$ cat src/rtl/trb_pkg.sv
// trb_pkg: shared types and constants of the timestamp reorder buffer.
// Used by every module in rtl/ and by the port checker; depends on nothing.
`default_nettype none

package trb_pkg;

    // Slot capacity: default and upper bound of the legal range
    localparam int CAPACITY_DEF = 8;
    localparam int CAPACITY_MAX = 64;
    localparam int IDX_MAX_W    = $clog2(CAPACITY_MAX);

    // Field widths
    localparam int TS_W   = 32;
    localparam int LEN_W  = 12;
    localparam int REF_W  = 16;
    localparam int SID_W  = 16;
    localparam int HOLD_W = 3;

    // Packed stream widths, rounded up to whole bytes
    localparam int S_DATA_W = 64;
    localparam int M_DATA_W = 80;

    // Configuration port
    localparam int CFG_ADDR_W = 1;
    localparam int CFG_DATA_W = 16;
    localparam logic [CFG_ADDR_W-1:0] REG_HOLD_COUNT = 1'b0;
    localparam logic [CFG_ADDR_W-1:0] REG_STREAM_ID  = 1'b1;

    // Reset values and limits
    localparam logic [HOLD_W-1:0] HOLD_RESET   = 3'd3;
    localparam logic [SID_W-1:0]  STREAM_RESET = 16'd0;
    localparam logic [LEN_W-1:0]  MAX_LENGTH   = 12'd2560;

    // One held packet descriptor
    typedef struct packed {
        logic [REF_W-1:0] pref;
        logic [LEN_W-1:0] plen;
        logic [TS_W-1:0]  ts;
    } slot_t;

    // Outcome of one pass over the slots
    typedef struct packed {
        logic                 dup;
        logic                 have_best;
        logic [IDX_MAX_W-1:0] best_idx;
        slot_t                best;
        logic                 have_free;
        logic [IDX_MAX_W-1:0] free_idx;
    } scan_res_t;

    // Sequencer states
    typedef enum logic [2:0] {
        ST_IDLE,
        ST_SCAN,
        ST_DRAIN,
        ST_DECIDE,
        ST_EMIT
    } state_t;

endpackage

`default_nettype wire

$ cat src/rtl/trb_slot_mem.sv
// trb_slot_mem: descriptor store, one write port and one registered read port.
// Depends on trb_pkg for the slot_t type.
`default_nettype none

module trb_slot_mem #(
    parameter int CAPACITY = trb_pkg::CAPACITY_DEF
) (
    input  wire logic                        aclk,
    input  wire logic                        wr_en,
    input  wire logic [$clog2(CAPACITY)-1:0] wr_addr,
    input  wire trb_pkg::slot_t              wr_data,
    input  wire logic [$clog2(CAPACITY)-1:0] rd_addr,
    output trb_pkg::slot_t                   rd_data_reg
);

    trb_pkg::slot_t mem [CAPACITY];

    // write port
    always_ff @(posedge aclk) begin
        if (wr_en) begin
            mem[wr_addr] <= wr_data;
        end
    end

    // registered read port
    always_ff @(posedge aclk) begin
        rd_data_reg <= mem[rd_addr];
    end

endmodule

`default_nettype wire

$ cat src/rtl/trb_scan_unit.sv
// trb_scan_unit: shared compare unit, one slot per beat of the scan.
// Tracks duplicate hit, smallest held timestamp and first free slot.
// Depends on trb_pkg.
`default_nettype none

module trb_scan_unit #(
    parameter int CAPACITY = trb_pkg::CAPACITY_DEF
) (
    input  wire logic                        aclk,
    input  wire logic                        aresetn,
    input  wire logic                        clear,
    input  wire logic                        step,
    input  wire logic [$clog2(CAPACITY)-1:0] step_idx,
    input  wire logic                        step_valid,
    input  wire trb_pkg::slot_t              step_slot,
    input  wire logic [trb_pkg::TS_W-1:0]    key_ts,
    output trb_pkg::scan_res_t               res
);

    trb_pkg::scan_res_t res_reg, res_next;
    logic               hit_eq;
    logic               hit_lt;

    // the one compare pair, shared by every slot in turn
    assign hit_eq = step_valid && (step_slot.ts == key_ts);
    assign hit_lt = step_valid && (!res_reg.have_best || (step_slot.ts < res_reg.best.ts));

    always_comb begin
        res_next = res_reg;
        if (clear) begin
            res_next.dup       = 1'b0;
            res_next.have_best = 1'b0;
            res_next.have_free = 1'b0;
        end else if (step) begin
            if (hit_eq) begin
                res_next.dup = 1'b1;
            end
            if (hit_lt) begin
                res_next.have_best = 1'b1;
                res_next.best_idx  = trb_pkg::IDX_MAX_W'(step_idx);
                res_next.best      = step_slot;
            end
            // first empty slot in index order
            if (!step_valid && !res_reg.have_free) begin
                res_next.have_free = 1'b1;
                res_next.free_idx  = trb_pkg::IDX_MAX_W'(step_idx);
            end
        end
    end

    // flags are reset, the payload part of the result needs none
    always_ff @(posedge aclk) begin
        if (!aresetn) begin
            res_reg.dup       <= 1'b0;
            res_reg.have_best <= 1'b0;
            res_reg.have_free <= 1'b0;
        end else begin
            res_reg.dup       <= res_next.dup;
            res_reg.have_best <= res_next.have_best;
            res_reg.have_free <= res_next.have_free;
        end
        res_reg.best_idx <= res_next.best_idx;
        res_reg.best     <= res_next.best;
        res_reg.free_idx <= res_next.free_idx;
    end

    assign res = res_reg;

endmodule

`default_nettype wire

$ cat src/rtl/timestamp_reorder_buffer.sv
// timestamp_reorder_buffer: top level, sequencer, valid marks and output register.
// Instantiates trb_slot_mem and trb_scan_unit; depends on trb_pkg.
//
// Use: packet descriptors arrive on the s_ stream (one beat per packet) and
// released frames leave on the m_ stream, smallest timestamp first. A packet
// whose timestamp is already held is dropped without any output beat. Once
// hold_count packets (limited to CAPACITY-1) are held, each new packet
// releases exactly one frame: the smallest held one, or the new packet
// itself when its timestamp is below all held ones.
// Timing: after an accepted beat the block scans every slot through one
// registered memory read port and one compare unit, one slot per cycle, and
// keeps s_tready low through the scan, the decision and, when the packet
// releases a frame, the emit step, which loads the output register that
// drives m_tvalid. A new packet is taken only once the last one has been
// stored, dropped or released.
// Stalls: the output register holds a frame until m_tready; a new packet is
// accepted meanwhile, and its own release waits until the register is free.
// Reset (aresetn low, synchronous) clears every valid mark, the held count,
// the output valid flag and sets the configuration to hold_count 3, stream_id 0.
// Configuration writes (cfg_wr_en) take effect at once and are meant for an
// idle block.
`default_nettype none

module timestamp_reorder_buffer #(
    parameter int CAPACITY = trb_pkg::CAPACITY_DEF
) (
    input  wire logic                            aclk,
    input  wire logic                            aresetn,
    // configuration write port
    input  wire logic                            cfg_wr_en,
    input  wire logic [trb_pkg::CFG_ADDR_W-1:0]  cfg_addr,
    input  wire logic [trb_pkg::CFG_DATA_W-1:0]  cfg_wdata,
    // input stream
    input  wire logic                            s_tvalid,
    output logic                                 s_tready,
    // rtp_timestamp[31:0], payload_length[43:32], payload_ref[59:44], zero pad
    input  wire logic [trb_pkg::S_DATA_W-1:0]    s_tdata,
    // output stream
    output logic                                 m_tvalid,
    input  wire logic                            m_tready,
    // frame_stream_id[15:0], frame_timestamp[47:16], frame_length[59:48],
    // frame_ref[75:60], zero pad
    output logic [trb_pkg::M_DATA_W-1:0]         m_tdata
);

    localparam int IW = $clog2(CAPACITY);
    localparam int CW = $clog2(CAPACITY + 1);
    localparam int LW = (CW > trb_pkg::HOLD_W) ? CW : trb_pkg::HOLD_W;
    localparam logic [IW-1:0] LAST_IDX = IW'(CAPACITY - 1);
    localparam logic [LW-1:0] HOLD_MAX = LW'(CAPACITY - 1);

    // configuration
    logic [trb_pkg::HOLD_W-1:0] hold_reg, hold_next;
    logic [trb_pkg::SID_W-1:0]  sid_reg, sid_next;

    // control state
    trb_pkg::state_t     state_reg, state_next;
    logic [IW-1:0]       addr_reg, addr_next;
    logic                step_reg, step_next;
    logic [IW-1:0]       step_idx_reg;
    logic [CAPACITY-1:0] valid_reg, valid_next;
    logic [CW-1:0]       held_reg, held_next;
    logic                m_valid_reg, m_valid_next;

    // payload registers
    trb_pkg::slot_t                in_reg, in_next;
    logic [trb_pkg::M_DATA_W-1:0]  m_data_reg, m_data_next;

    // datapath wiring
    trb_pkg::slot_t     rd_slot;
    trb_pkg::slot_t     wr_slot;
    logic               wr_en;
    logic [IW-1:0]      wr_addr;
    trb_pkg::scan_res_t res;
    logic               scan_clear;
    logic [LW-1:0]      hold_ext;
    logic [LW-1:0]      limit;
    logic               room;
    logic               new_is_min;
    logic               out_free;
    logic [trb_pkg::LEN_W-1:0] s_len;
    trb_pkg::slot_t     emit_slot;

    trb_slot_mem #(
        .CAPACITY (CAPACITY)
    ) u_mem (
        .aclk        (aclk),
        .wr_en       (wr_en),
        .wr_addr     (wr_addr),
        .wr_data     (wr_slot),
        .rd_addr     (addr_reg),
        .rd_data_reg (rd_slot)
    );

    trb_scan_unit #(
        .CAPACITY (CAPACITY)
    ) u_scan (
        .aclk       (aclk),
        .aresetn    (aresetn),
        .clear      (scan_clear),
        .step       (step_reg),
        .step_idx   (step_idx_reg),
        .step_valid (valid_reg[step_idx_reg]),
        .step_slot  (rd_slot),
        .key_ts     (in_reg.ts),
        .res        (res)
    );

    // effective hold, never above CAPACITY-1
    assign hold_ext   = LW'(hold_reg);
    assign limit      = (hold_ext > HOLD_MAX) ? HOLD_MAX : hold_ext;
    assign room       = LW'(held_reg) < limit;
    assign new_is_min = !res.have_best || (in_reg.ts < res.best.ts);
    assign out_free   = !m_valid_reg || m_tready;

    // input length saturates at the largest payload
    assign s_len = (s_tdata[43:32] > trb_pkg::MAX_LENGTH) ? trb_pkg::MAX_LENGTH
                                                          : s_tdata[43:32];

    assign emit_slot = new_is_min ? in_reg : res.best;
    assign wr_slot   = in_reg;

    // configuration writes
    always_comb begin
        hold_next = hold_reg;
        sid_next  = sid_reg;
        if (cfg_wr_en) begin
            case (cfg_addr)
                trb_pkg::REG_HOLD_COUNT: hold_next = cfg_wdata[trb_pkg::HOLD_W-1:0];
                trb_pkg::REG_STREAM_ID:  sid_next  = cfg_wdata[trb_pkg::SID_W-1:0];
                default: ;
            endcase
        end
    end

    // sequencer
    always_comb begin
        state_next   = state_reg;
        addr_next    = addr_reg;
        step_next    = 1'b0;
        valid_next   = valid_reg;
        held_next    = held_reg;
        m_valid_next = m_valid_reg;
        in_next      = in_reg;
        m_data_next  = m_data_reg;
        scan_clear   = 1'b0;
        wr_en        = 1'b0;
        wr_addr      = res.free_idx[IW-1:0];
        s_tready     = 1'b0;

        if (m_tready) begin
            m_valid_next = 1'b0;
        end

        case (state_reg)
            trb_pkg::ST_IDLE: begin
                s_tready = 1'b1;
                if (s_tvalid) begin
                    in_next.ts   = s_tdata[31:0];
                    in_next.plen = s_len;
                    in_next.pref = s_tdata[59:44];
                    addr_next    = '0;
                    scan_clear   = 1'b1;
                    state_next   = trb_pkg::ST_SCAN;
                end
            end
            trb_pkg::ST_SCAN: begin
                // issue one read per beat; compare follows on the registered read data
                step_next = 1'b1;
                if (addr_reg == LAST_IDX) begin
                    state_next = trb_pkg::ST_DRAIN;
                end else begin
                    addr_next = addr_reg + IW'(1);
                end
            end
            trb_pkg::ST_DRAIN: begin
                state_next = trb_pkg::ST_DECIDE;
            end
            trb_pkg::ST_DECIDE: begin
                if (res.dup) begin
                    state_next = trb_pkg::ST_IDLE;
                end else if (room) begin
                    wr_en                 = 1'b1;
                    wr_addr               = res.free_idx[IW-1:0];
                    valid_next[wr_addr]   = 1'b1;
                    held_next             = held_reg + CW'(1);
                    state_next            = trb_pkg::ST_IDLE;
                end else begin
                    state_next = trb_pkg::ST_EMIT;
                end
            end
            trb_pkg::ST_EMIT: begin
                if (out_free) begin
                    m_valid_next = 1'b1;
                    m_data_next  = {4'd0, emit_slot.pref, emit_slot.plen,
                                    emit_slot.ts, sid_reg};
                    // the new packet takes the released slot
                    if (!new_is_min) begin
                        wr_en   = 1'b1;
                        wr_addr = res.best_idx[IW-1:0];
                    end
                    state_next = trb_pkg::ST_IDLE;
                end
            end
            default: begin
                state_next = trb_pkg::ST_IDLE;
            end
        endcase
    end

    // control registers
    always_ff @(posedge aclk) begin
        if (!aresetn) begin
            state_reg   <= trb_pkg::ST_IDLE;
            addr_reg    <= '0;
            step_reg    <= 1'b0;
            valid_reg   <= '0;
            held_reg    <= '0;
            m_valid_reg <= 1'b0;
            hold_reg    <= trb_pkg::HOLD_RESET;
            sid_reg     <= trb_pkg::STREAM_RESET;
        end else begin
            state_reg   <= state_next;
            addr_reg    <= addr_next;
            step_reg    <= step_next;
            valid_reg   <= valid_next;
            held_reg    <= held_next;
            m_valid_reg <= m_valid_next;
            hold_reg    <= hold_next;
            sid_reg     <= sid_next;
        end
    end

    // payload registers
    always_ff @(posedge aclk) begin
        step_idx_reg <= addr_reg;
        in_reg       <= in_next;
        m_data_reg   <= m_data_next;
    end

    assign m_tvalid = m_valid_reg;
    assign m_tdata  = m_data_reg;

endmodule

`default_nettype wire

$ cat config.mk
export PLATFORM = sky130hd
export DESIGN_NAME = timestamp_reorder_buffer
export DESIGN_NICKNAME = d
export VERILOG_FILES = /design/src/rtl/trb_pkg.sv /design/src/rtl/trb_slot_mem.sv /design/src/rtl/trb_scan_unit.sv /design/src/rtl/timestamp_reorder_buffer.sv
export SDC_FILE = /design/constraint.sdc
export NUM_CORES = 1
export LEC_CHECK = 0
export BUFFER_PORTS_ARGS = -buffer_cell sky130_fd_sc_hd__clkbuf_2
export CAP_MARGIN = 40
export CORE_UTILIZATION = 50
export DETAILED_ROUTE_END_ITERATION = 16
export PLACE_DENSITY_LB_ADDON = 0.15
export SLEW_MARGIN = 20
export SYNTH_ARGS = -nofsm -noshare
export SYNTH_HDL_FRONTEND = slang
export SYNTH_SLANG_ARGS = --single-unit
$ cat constraint.sdc
create_clock -name aclk -period 9.8 [get_ports aclk]
set_input_delay 1.47 -clock aclk [delete_from_list [all_inputs] [get_ports aclk]]
set_output_delay 1.47 -clock aclk [all_outputs]
set_load 0.03 [all_outputs]
==> impl_metrics.toml, run 1 <==
[detailed_routing]
vias = 14168
wl_per_cell_um = 23.49
initialDrtViolationCount = 1123
routed_wl_mm = 60.01
viasPerCell = 5.545
drc = 0
drtPass1Iterations = 5
ant_nets = 0

[layout]
largest_reg_flops = 480
antenna_cells = 0
syn2layout_area_growth_pct = 15.65
nets = 1870
fin_area_mm2 = 0.03446
drive_gt1_frac = 0.3098
fin_cells = 2555
final_util = 0.5849

[global_routing]
grt_pass1_vias = 14630
antenna_found_initial = 0
overflow = 0
grt_first_pass_wirelength_mm = 90.87
grt_max_degree = 55
track_usage = 0.2048

[critical_path]
crit_path_max_fanout = 35
end_kind = "register"
cp_data_required_time_ns = 10.14
start_kind = "register"
cp_data_arrival_time_ns = 4.89
critPathKind = "register to register"

[status]
status = "complete, no violations"

[synthesis]
synthFlopType = "edfxtp_1"
ys_async_sr_fraction = 0
synth.avg_cell_area_um2 = 19.90
syn_area_mm2 = 0.02980
synth-simple-area-share = 0.02780
synth-seq-area-share = 0.7579
yosys_register_bits = 787
muxShareOfSynthArea = 0.1389
synth_cell_types = 54
synthCells = 1497
synth_compound_area_frac = 0.02259
synth_fa_ha_area_frac = 0.02813
synth_top_family_by_area = "multiplexers"
synth_xor_xnor_area_share = 0.009994
ys_warn_count = 0
synth-edff-count = 682

[timing]
finalSetupViolCount = 0
whs_ns = 0.3999
fmax_mhz = 219.9
fin_tns_setup_ns = 0
worst_slew_pin_slew_ns = 0.8017
slew_headroom = 0.4635
rsz0062_at_grt = "false"
skew_ns = 0.01991
hold_violations = 0
period_needed_ns = 4.548
fin_crit_sh = 0.4641
final_max_slew_viol_count = 0

[clocking]
clkSinkCount = 787
h-tree-depth = 3
clockRootBuffer = "clkbuf_16"
clk_latency_ns = 0.61
cts_buffers = 78
clk_pin_slew_ns = 0.06
ctsResizeCount = 0
clockBufferDepth = 3
cts_tree = "built"
cts_setup_buffers = 0
holdBufCountCts = 0

[placement]
gp_congestion = 0.7922
port_buffers = 159
dpl.cell_count = 2407
place_hpwl_mm = 35.01
dpl-instance-area_mm2 = 0.03181

[power_and_ir_drop]
leakage_nw = 11.71
vdd_drop_max_v = 0.0001477
power_density_mw_per_mm2 = 201.2

[die]
core_mm2 = 0.05891
boundaryPins = 168
die_y_um = 246.1
start_util = 0.5058
die_area_mm2 = 0.06057
dieWidth_um = 246.1
num_rows = 89

[hold_path]
min_path_type = "register to register"

[flow_run]
cap_violations = 0
-- where the power goes --
| part | total [W] | switching [W] | internal (W) | leakage, nW |
|---|---|---|---|---|
| Clock | 0.00298 | 0.00121 | 0.00177 | 1.26 |
| Combinational | 0.000213 | 0.000102 | 0.000111 | 3.40 |
| Sequential | 0.00374 | 0.0000598 | 0.00368 | 7.04 |
| Total | 0.00693 | 0.00137 | 0.00556 | 11.7 |
-- per-stage QoR --
stage,worst slack (ns),total power (W)
2_1_floorplan,0.7198,0.003935
3_3_place_gp,4.433,0.004016
3_5_place_dp,4.480,0.004024
4_1_cts,5.131,0.007005
5_1_grt,5.036,0.007144
6_report,5.252,0.006931
-- worst max-delay path: stages, from the launching register on --
cell and delay [ns]:
edfxtp_1 0.59, ha_1 0.38, and4_1 0.22, a221o_1 0.36, a211oi_2 0.48, a2bb2oi_4 0.66
buf_4 0.46, buf_4 0.62, mux2_2 0.45
-- layer usage --
metal | vias up | wire length (µm) | track usage
met3 | 87 | 2576 | 0.03072
met1 | 7348 | 27860 | 0.2997
met2 | 332 | 28380 | 0.3181
met5 | - | 0 | 0
li1 | 6401 | - | -
met4 | 0 | 1191 | 0.06430
-- cells in the mapped netlist, types with 7 or more instances --
cell type | number | share of area
dfxtp_1 | 105 | 0.071
nor2_1 | 14 | 0.0018
a21o_1 | 7 | 0.0018
mux2_2 | 108 | 0.041
buf_4 | 9 | 0.0023
o21ai_0 | 21 | 0.0035
nand2_1 | 56 | 0.0071
mux2_1 | 12 | 0.0045
ha_1 | 67 | 0.028
a21boi_0 | 25 | 0.0063
a21oi_1 | 25 | 0.0042
nor2b_1 | 8 | 0.0017
buf_2 | 8 | 0.0013
inv_1 | 46 | 0.0058
xor2_1 | 33 | 0.0097
nand3_1 | 15 | 0.0025
nor4_1 | 10 | 0.0021
and2_1 | 13 | 0.0027
nand4_1 | 12 | 0.0025
nand2b_1 | 9 | 0.0019
edfxtp_1 | 682 | 0.69
nor3_1 | 7 | 0.0012
clkbuf_1 | 30 | 0.0038
mux4_2 | 122 | 0.092
-- final cells by class --
cell class | instances | area, µm²
clock buffers | 105 | 2168
clock inverters | 40 | 411.6
fillers | 4344 | 24450
inverters | 46 | 173.9
multi-input cells | 613 | 6915
flip-flops and latches | 787 | 22590
well taps | 773 | 967.2
repair buffers | 191 | 1231
-- final timing paths --
check                                                    from                        to  slack, ns  depth (start not counted)
worst max-delay path                      in_reg[8]$_DFFE_PP_     m_tdata[16]$_DFFE_PP_       5.25                          8
worst min-delay path            u_mem.rd_data_reg[47]$_DFF_P_  u_scan.res[54]$_DFFE_PP_       0.40                          0
worst max register to register            in_reg[8]$_DFFE_PP_     m_tdata[16]$_DFFE_PP_       5.25                          8
worst min register to register  u_mem.rd_data_reg[47]$_DFF_P_  u_scan.res[54]$_DFFE_PP_       0.40                          0
-- placed cells by master (no fill, tap or decap), types with 7 or more instances in the layout --
cell and instances:
nor3_1 7, inv_1 45, o21ai_0 13, dfxtp_1 102, a21o_1 7, mux2_1 12
nor2b_1 8, mux4_2 122, nand3_1 15, ha_1 67, buf_16 8, clkbuf_2 159
nor2_1 14, and2_1 13, a21oi_1 25, clkinv_1 12, clkbuf_1 20, clkinv_2 15
xor2_1 33, edfxtp_1 682, nand2b_1 9, mux2_2 108, nand2_1 56, bufinv_16 8
clkbuf_16 82, nand4_1 12, a21boi_0 25, o21ai_4 8, buf_4 20, nor4_1 10
-- cells by family (layout without fill, tap and decap cells) --
| kind of cell | after synthesis | count (layout) |
|---|---|---|
| and+or+nand+nor | 161 | 161 |
| other | 1 | 4 |
| adders and majority gates | 67 | 67 |
| muxes | 246 | 246 |
| buffers and inverters | 100 | 382 |
| DFF | 787 | 787 |
| AOI/OAI and AO/OA | 101 | 101 |
| xor gates and xnor gates | 34 | 34 |
Power figures use the tool's default switching activity.
==> run 2, diff against run 1 <==
Clock period 9.8 ns to 4.2 ns, I/O delays scaled along.
==> run 2 against run 1 <==
Net effect: cell count is 0.35% higher; flip-flop and latch count stayed put; clock power is 140% higher.
==> impl_metrics.toml, run 2 (same netlist as run 1, synthesis figures left out) <==
[status]
status = "complete, no violations"

[critical_path]
critPathKind = "register to register"
end_kind = "register"
crit_path_max_fanout = 45
r2r_cells = 9
start_kind = "register"
cp_data_required_time_ns = 4.51
cp_data_arrival_time_ns = 3.90

[clocking]
clockRootBuffer = "clkbuf_16"
cts_setup_buffers = 0
holdBufCountCts = 0
ctsResizeCount = 0
cts_buffers = 80
clk_latency_ns = 0.61
cts_tree = "built"
clockBufferDepth = 3
clkSinkCount = 787
clk_pin_slew_ns = 0.06
h-tree-depth = 3

[layout]
nets = 1878
multi_input_area_mm2 = 0.006915
n_fill_cell = 4324
ff_latch_area_mm2 = 0.02259
final_common_cell = "edfxtp_1"
final_util = 0.5898
syn2layout_area_growth_pct = 16.61
largest_reg_flops = 480
drive_gt1_frac = 0.3171
layout_common_cells = "edfxtp_1, clkbuf_2, mux4_2, mux2_2, dfxtp_1"
antenna_cells = 0

[global_routing]
track_usage = 0.2047
overflow = 0
grt_first_pass_wirelength_mm = 91.05
grt_pass1_vias = 14832
antenna_found_initial = 1
grt_max_degree = 61

[die]
num_rows = 89
start_util = 0.5058
boundaryPins = 168
die_y_um = 246.1
core_mm2 = 0.05891
die_area_mm2 = 0.06057
dieWidth_um = 246.1

[power_and_ir_drop]
power_switching_w = 0.003239
leakage_nw = 11.83
vdd_drop_max_v = 0.0003110
pwr-share-comb = 0.030
seq_power_share = 0.531
p_int_w = 0.01319
p_clk_frac = 0.439
p_sw_frac = 0.1972
power_density_mw_per_mm2 = 472.7

[hold_path]
hold_depth = 1
min_path_type = "input pin to register"

[timing]
period_needed_ns = 3.591
fin_tns_setup_ns = 0
fmax_mhz = 278.5
worst_slew_pin_slew_ns = 0.7217
slew_headroom = 0.5180
rsz0062_at_grt = "false"
whs_ns = 0.1908
hold_violations = 0
skew_ns = 0.01536
finalSetupViolCount = 0
final_max_slew_viol_count = 0
fin_crit_sh = 0.8550

[detailed_routing]
routed_wl_mm = 60.22
drtPass1Iterations = 4
wl_met2_mm = 29.07
vias = 14272
wl_met3_mm = 2.553
met1_length_mm = 27.52
viasPerCell = 5.566
ant_nets = 0
wl_per_cell_um = 23.49
routed.top_layer = "met4"
initialDrtViolationCount = 869
drc = 0

[placement]
port_buffers = 159
place_hpwl_mm = 34.80
gp_congestion = 0.7982

[flow_run]
cap_violations = 0
run 2: critical path, cell delays in order, from the launching register on:
cell and delay [ns]:
edfxtp_1 0.56, ha_1 0.40, and4_1 0.29, nand3_1 0.13, a221oi_1 0.42, a211oi_2 0.16
a2bb2oi_4 0.21, buf_12 0.24, o21ai_4 0.55, buf_12 0.25
run 2: final timing paths:
kind                                       from  slack [ns]                        end
setup / recovery           in_reg[15]$_DFFE_PP_        0.61  u_mem.mem[3][7]$_DFFE_PP_
hold / removal                      s_tdata[14]        0.19       in_reg[14]$_DFFE_PP_
setup reg to reg           in_reg[15]$_DFFE_PP_        0.61  u_mem.mem[3][7]$_DFFE_PP_
hold reg to reg   u_mem.rd_data_reg[46]$_DFF_P_        0.40   u_scan.res[53]$_DFFE_PP_
run 2: power by group through the flow:
stage               combinational [W]  sequential (W)  clock, W
finish                       0.000500         0.00872   0.00721
global route                 0.000551         0.00873   0.00765
CTS                          0.000508         0.00872   0.00737
detailed placement           0.000504         0.00889         0
global placement             0.000490         0.00888         0
floorplan                    0.000362         0.00882         0
run 2: final cells by class:
type	count	share of cell area
clock buffers	112	0.06547
clock inverters	36	0.01228
inverters	46	0.005006
multi-input cells	613	0.1990
flip-flops and latches	787	0.6502
well taps	773	0.02784
repair buffers	197	0.04019
run 2: metal layers:
metal  up-vias  track usage
li1       6423            -
met1      7467       0.2931
met2       305       0.3289
met3        77      0.02821
met4         0      0.05901
met5         -            0
run 2: per-stage QoR:
step                setup WS (ns)  power [W]  cell area [µm²]  cells
detailed placement         0.5989   0.009390            32020   2415
global placement           0.6623   0.009373            31970   2413
global route               0.4309    0.01694            34740   2564
CTS                        0.5744    0.01660            34720   2563
floorplan                -0.06686   0.009181            29870   1500
finish                     0.6092    0.01643            34740   2564
==> run 3, diff against run 2 <==
Settings changed: CORE_UTILIZATION 50 to 60.
==> run 3 against run 2 <==
Net effect: first-iteration DRC count up 42%; hold slack got worse by 0.00099 ns; largest power group unchanged; via count grew 1.1%; flip-flop and latch count unchanged; register-to-register slack better by 0.06 ns.
==> impl_metrics.toml, run 3 (same netlist as run 1, synthesis figures left out) <==
[global_routing]
grt_pass1_vias = 15013
track_usage = 0.2421
antenna_found_initial = 0
grt_max_degree = 94
overflow = 0
grt_first_pass_wirelength_mm = 89.71

[timing]
slew_headroom = 0.4300
skew_ns = 0.01908
whs_ns = 0.1898
fmax_mhz = 283.0
period_needed_ns = 3.533
hold_violations = 0
final_max_slew_viol_count = 0
worst_slew_pin_slew_ns = 0.8550
rsz0062_at_grt = "false"
fin_crit_sh = 0.8413
finalSetupViolCount = 0

[layout]
fin_cells = 2441
nets = 1868
fin_area_mm2 = 0.03424
antenna_cells = 0
syn2layout_area_growth_pct = 14.92
largest_reg_flops = 480
final_common_cell = "edfxtp_1"
drive_gt1_frac = 0.3089
layout_common_cells = "edfxtp_1, clkbuf_2, mux4_2, mux2_2, dfxtp_1"

[clocking]
cts_setup_buffers = 0
clockBufferDepth = 3
clk_pin_slew_ns = 0.06
clkSinkCount = 787
clockRootBuffer = "clkbuf_16"
cts_tree = "built"
h-tree-depth = 3
ctsResizeCount = 0
cts_buffers = 77
holdBufCountCts = 0
clk_latency_ns = 0.62

[detailed_routing]
drtPass1Iterations = 5
vias = 14423
ant_nets = 0
viasPerCell = 5.909
drc = 0
wl_per_cell_um = 24.13
routed_wl_mm = 58.91
initialDrtViolationCount = 1236

[die]
num_rows = 81
dieWidth_um = 224.8
die_y_um = 224.8
die_area_mm2 = 0.05056
start_util = 0.6087
core_mm2 = 0.04895
boundaryPins = 168

[critical_path]
r2r-start = "in_reg[7]$_DFFE_PP_"
max_stage_delay_ns = 0.55
worstSetupEndpoint = "u_mem.mem[2][3]$_DFFE_PP_"
path_cells = "ha_1 > a21oi_1 > o21ai_0 > a221o_1 > a211oi_2 > a2bb2oi_4 > buf_4 > o21ai_4 > buf_12"
critPathKind = "register to register"
r2r_cells = 9
cp_data_arrival_time_ns = 3.83
start_kind = "register"
crit_slowest_cell = "edfxtp_1"
cp_data_required_time_ns = 4.50
cp.depth = 9
crit_path_start = "in_reg[7]$_DFFE_PP_"
crit_path_max_fanout = 60
r2r-end = "u_mem.mem[2][3]$_DFFE_PP_"
end_kind = "register"
cp_top_family = "compound AO/OA/AOI/OAI gates"
regToRegSetupSlack_ns = 0.67
crit_buf_inv = 2

[power_and_ir_drop]
power_density_mw_per_mm2 = 468.3
leakage_nw = 11.65
vdd_drop_max_v = 0.0005082

[placement]
dpl.cell_count = 2300
place_hpwl_mm = 32.89
port_buffers = 159
gp_congestion = 0.8155
dpl-instance-area_mm2 = 0.03173

[hold_path]
min_from = "s_tdata[55]"
min_path_type = "input pin to register"

[flow_run]
cap_violations = 0

[status]
status = "complete, no violations"
run 3: where the power goes:
group,total (W),switching [W],internal [W]
combinational,0.000493,0.000233,0.000260
sequential,0.00872,0.000139,0.00858
clock,0.00683,0.00283,0.00400
run 3: layout make-up:
type                            count  area (µm²)
Sequential cell                   787       22590
Fill cell                        3045       14710
Multi-Input combinational cell    613        6915
Clock buffer                       99        2072
Timing Repair Buffer              190        1219
Tap cell                          664       830.8
Clock inverter                     42       439.2
Inverter                           46       173.9
run 3: stage by stage:
step           utilization  setup TNS (ns)  power (W)  setup slack, ns
2_1_floorplan            -          -17.26   0.009181         -0.06686
3_3_place_gp        0.6471               0   0.009356           0.6777
3_5_place_dp        0.6482               0   0.009382           0.6852
4_1_cts             0.6995               0    0.01618           0.6481
5_1_grt             0.6995               0    0.01652           0.4531
6_report            0.6995               0    0.01604           0.6665
run 3: worst min-delay path by stage:
stage                                          end  slack [ns]  cells after the start
after detailed placement  u_scan.res[50]$_DFFE_PP_        0.39                      0
final                         in_reg[55]$_DFFE_PP_        0.19                      1
after CTS                     in_reg[56]$_DFFE_PP_        0.15                      1
after global placement    u_scan.res[51]$_DFFE_PP_        0.39                      0
after floorplan            step_idx_reg[0]$_DFF_P_        0.35                      0
after global routing          in_reg[56]$_DFFE_PP_        0.15                      1
run 3: layer usage:
layer | track usage | share of wire
met1 | 0.3469 | 0.44
met2 | 0.3929 | 0.49
met3 | 0.03396 | 0.053
met4 | 0.07022 | 0.017
met5 | 0 | 0
run 3: worst reg2reg max path: cells and delay by family (launching register included):
| family | cells | cell delay [ns] |
|---|---|---|
| buffers and inverters | 2 | 0.57 |
| adders and majority gates | 1 | 0.39 |
| DFF | 1 | 0.55 |
| AOI/OAI and AO/OA | 6 | 1.65 |
